File: src/sv/pnrf_queue.sv
module pnrf_queue #(
    parameter int  DEPTH = 2,
    parameter type t_job = logic
) (
    input  logic i_clk,
    input  logic i_rst_n,
    input  logic i_push,
    input  t_job i_wdata,
    output logic o_full,
    input  logic i_pop,
    output t_job o_rdata,
    output logic o_empty
);
    localparam int IW = DEPTH > 1 ? $clog2(DEPTH) : 1;
    localparam int NW = $clog2(DEPTH + 1);

    t_job          r_mem [DEPTH];
    logic [IW-1:0] r_wr_ptr, r_rd_ptr;
    logic [NW-1:0] r_count;

    assign o_full  = r_count == NW'(DEPTH);
    assign o_empty = r_count == '0;
    assign o_rdata = r_mem[r_rd_ptr];

    always_ff @(posedge i_clk) begin
        if (!i_rst_n) begin
            r_wr_ptr <= '0;
            r_rd_ptr <= '0;
            r_count  <= '0;
        end else begin
            if (i_push) begin
                r_wr_ptr <= (r_wr_ptr == IW'(DEPTH - 1)) ? '0 : r_wr_ptr + 1'b1;
            end
            if (i_pop) begin
                r_rd_ptr <= (r_rd_ptr == IW'(DEPTH - 1)) ? '0 : r_rd_ptr + 1'b1;
            end
            if (i_push && !i_pop) begin
                r_count <= r_count + 1'b1;
            end else if (i_pop && !i_push) begin
                r_count <= r_count - 1'b1;
            end
        end
        if (i_push) begin
            r_mem[r_wr_ptr] <= i_wdata;
        end
    end
endmodule

File: config.mk
export PLATFORM = sky130hd
export DESIGN_NAME = pnrf_queue
export DESIGN_NICKNAME = d
export VERILOG_FILES = /design/src/sv/pnrf_queue.sv
export SDC_FILE = /design/constraint.sdc
export NUM_CORES = 1
export LEC_CHECK = 0
export BUFFER_PORTS_ARGS = -buffer_cell sky130_fd_sc_hd__buf_2
export CAP_MARGIN = 40
export CORE_AREA = 4 4 41 43
export DETAILED_ROUTE_END_ITERATION = 8
export DIE_AREA = 0 0 45 47
export HOLD_SLACK_MARGIN = 0.03
export PLACE_DENSITY = 0.38
export SYNTH_ARGS = -nofsm -noshare
export SYNTH_HDL_FRONTEND = slang
export SYNTH_SLANG_ARGS = --single-unit
File: constraint.sdc
create_clock -name i_clk -period 1.2 [get_ports i_clk]
set_input_delay 0.06 -clock i_clk [delete_from_list [all_inputs] [get_ports i_clk]]
set_output_delay 0.06 -clock i_clk [all_outputs]
set_load 0.1 [all_outputs]
# Yosys cells after proc, flatten, opt, wreduce, memory -nomap -nowiden
# Memory sizes are Yosys's and may differ from the RTL's. A register that Yosys moved wholly into a read port is not among the register bits.
# Cells that the tools add are included.
# totals
ff_bits	4
ramBits	2
output_inout_bits	3
memories	1
# classes
add_sub_neg	4
eq_ne	1
muxes	8
reduce_logical	6
# mem_list
memory	depth	width	read_ports	rd_clocked_by_memory_dff	wr	line_no	text
r_mem	2	1	1	1	1	17	t_job r_mem [DEPTH];
# op_table
op	count
$mux 1	6
$mux 2	2
$add 1x1->1 const B	2
$add 2x1->2 const B	1
$eq 2x2->1 const B	1
$logic_and 1x1->1	2
$logic_not 1->1	2
$logic_not 2->1	1
$reduce_bool 2->1	1
$sub 2x1->2 const B	1

# Depth between registers and ports, before layout
# depth
ltp_word	4
ltp_mapped	5
depth_no_buf	5

# Worst setup path after synthesis
# Ideal clock, no wire load.
# synth_path
kind	register -> output
startpoint	register r_count[0]
endpoint	output port o_empty
t_arrival_ns	1.583
required_time_ns	1.140
slack_ns	-0.443
path_stages_with_launch	2
cell_sequence	dfxtp_1 > nor2_1
# synth_between
elab_chain_cells	1
# synth_rtl
element	line_no	text
start, declared	19	logic [NW-1:0] r_count;
start signal, assigned	38	r_count <= r_count + 1'b1;
start signal, assigned	40	r_count <= r_count - 1'b1;
$logic_not 2->1	22	assign o_empty = r_count == '0;
end, declared	12	output logic o_empty
# Every way passes these cells.

==> out/metrics.cfg <==
[run_status]
status=completed

[hold_path]
min_path_type=in -> reg
worstHoldPathCells=2

[drt]
drtPass1Iterations=3
num_vias=212
drt-initial-drc-count=2
wl_um=458
ant_nets=0
routedWlPerCell_um=8.81
avgViaCountPerCell=4.08
drc=0

[sta]
final-hold-violation-count=0
fin_crit_ns=1.15
fmax_ghz=0.869
worstMarginPinSlew_ns=0.189
fin_crit_sh_pct=95.9
relSlewSlack_pct=87.4
clock_skew_ns=0.0000481
setup-violations-final=0
final.setup.tns_ns=0
rsz0062_at_grt=false
maxSlewViolCount=0

[clock_tree]
clock-root-buffer=clkbuf_4
post_cts_buffers=0
cts_inserted_buffers=3
clk_latency_ns=0.25
cts_max_level=1
ctsLongestPathBuffers=2
path_clk_slew_ns=0.05
cts_tree=done
cts_num_sinks=7

[global_route]
grt_pass1_vias=220
grt_max_degree=6
grt_pass1_wl_um=848
track_usage_pct=5.87
antenna_found_initial=0
overflow=0

[floorplan]
start_util_pct=22.3
io_pins=8
die-area_um2=2120
fp.coreArea_um2=1300
row_count=13
chipWidth_um=45
die_h_um=47

[synthesis]
syn_avg_cell_area_um2=11.6
synth-seq-cells=7
synth.distinct_cells=15
synth_nets=31
yosysWarnings=0
syn_area_um2=290
seq_area_frac_synth_pct=55.2
synthCells=25

[pwr]
p_per_area_nw_per_um2=1780
p_leak_uw=0.000184
ir_drop_uv=721

[critical_path]
slowest_delay_ns=0.35
cp.required_ns=1.14
crit_type=reg -> out
crit_family=multiplexers
cp-end-kind=output pin
crit_buf_inv=1
startpoint_type=flop
critical_path_depth=2
crit_arrival_ns=1.09
worstRegToRegCells=3
crit_chain=mux2_2, buf_12
crit_path_max_fanout=1
critPathSlowestCell=mux2_2

[place]
dp_hpwl_um=384
place_congestion=0.648
port_buffers=7

[job]
max_cap_violations=0

[final_layout]
utilization_pct=32.9
antenna_cells=0
final_nets=44
drive_above_1_share_pct=35.1
multi_input_area_um2=129
layout_commonest_cell=dfxtp_1
fill_cells=149
synthToLayoutAreaGrowth_pct=47.4
seq_area_um2=160
layout_common_cells=5 x dfxtp_1, 4 x and2_1, 4 x buf_2

[layer usage]
| layer | vias to the layer above | GRT usage [%] | share of wire (%) |
|---|---|---|---|
| met1 | 100 | 6.68 | 44 |
| met4 | 0 | 5.26 | 0 |
| met3 | 0 | 2.30 | 8.1 |
| met5 | - | 0 | 0 |
| met2 | 4 | 8.47 | 47 |
| li1 | 108 | - | - |
[cells by family after synthesis]
| group | after synthesis | share of synthesized area (%) |
|---|---|---|
| AND/OR/NAND/NOR | 9 | 19.4 |
| flip-flops | 7 | 55.2 |
| AO/OA/AOI/OAI | 3 | 6.90 |
| XOR/XNOR | 3 | 9.05 |
| buffers and inverters | 1 | 1.29 |
| multiplexers | 1 | 3.88 |
| adder cells (fa/ha/maj) | 1 | 4.31 |
[per-stage QoR]
step	hold slack, ns	total power [uW]	instances	worst slack (ns)	area [um^2]
2_1_floorplan	0.159	462	25	0.0184	293
3_3_place_gp	0.250	552	47	0.158	392
3_5_place_dp	0.253	557	47	0.132	392
4_1_cts	0.0710	777	52	0.0284	428
5_1_grt	0.0863	807	52	0.0181	428
6_report	0.0707	763	52	0.0496	428
[report_power, final]
group	leakage [uW]	internal [uW]	switching, uW	total (uW)
Clock	0.0000150	127	83.8	211
Combinational	0.000109	106	162	268
Sequential	0.0000604	267	16.8	284
Total	0.000184	500	263	763
[worst register-to-register path: cells and delay by family (launching register included)]
family          cells  cell delay (ns)
simple gates        1             0.31
xor+xnor            1             0.19
flops               1             0.35
compound gates      1             0.14
[what timing repair did]
action                    in CTS  in global routing
hold buffers                   1                  0
hold endpoints to repair       2                  0
resized for setup              0                  0
[path summary, 6_finish.rpt]
kind / startpoint / endpoint / slack, ns
max: flop / o_rdata / 0.05
min reg2reg: r_count[1]$_SDFFE_PN0P_ / r_count[1]$_SDFFE_PN0P_ / 0.51
max reg2reg: r_count[0]$_SDFFE_PN0P_ / r_count[1]$_SDFFE_PN0P_ / 0.14
min: i_rst_n / r_rd_ptr$_SDFFE_PN0P_ / 0.07
[layout make-up]
type | count | area share (%)
Clock buffer | 4 | 6.14
Inverter | 1 | 0.877
Multi-Input combinational cell | 17 | 30.1
Sequential cell | 7 | 37.4
Tap cell | 15 | 4.39
Timing Repair Buffer | 8 | 21.1
[synth_stat cells]
library cell | number | area share (%)
dfxtp_1 | 5 | 34
and2_1 | 4 | 8.6
edfxtp_1 | 2 | 21
nor2b_1 | 2 | 4.3
xor2_1 | 2 | 6.0
a21boi_1 | 1 | 2.6
and2b_2 | 1 | 3.0
ha_1 | 1 | 4.3
inv_1 | 1 | 1.3
mux2_2 | 1 | 3.9
nor2_1 | 1 | 1.3
o21a_1 | 1 | 2.6
o21ai_0 | 1 | 1.7
or3_1 | 1 | 2.2
xnor2_1 | 1 | 3.0
No activity file was read; power rests on OpenSTA's default activity.
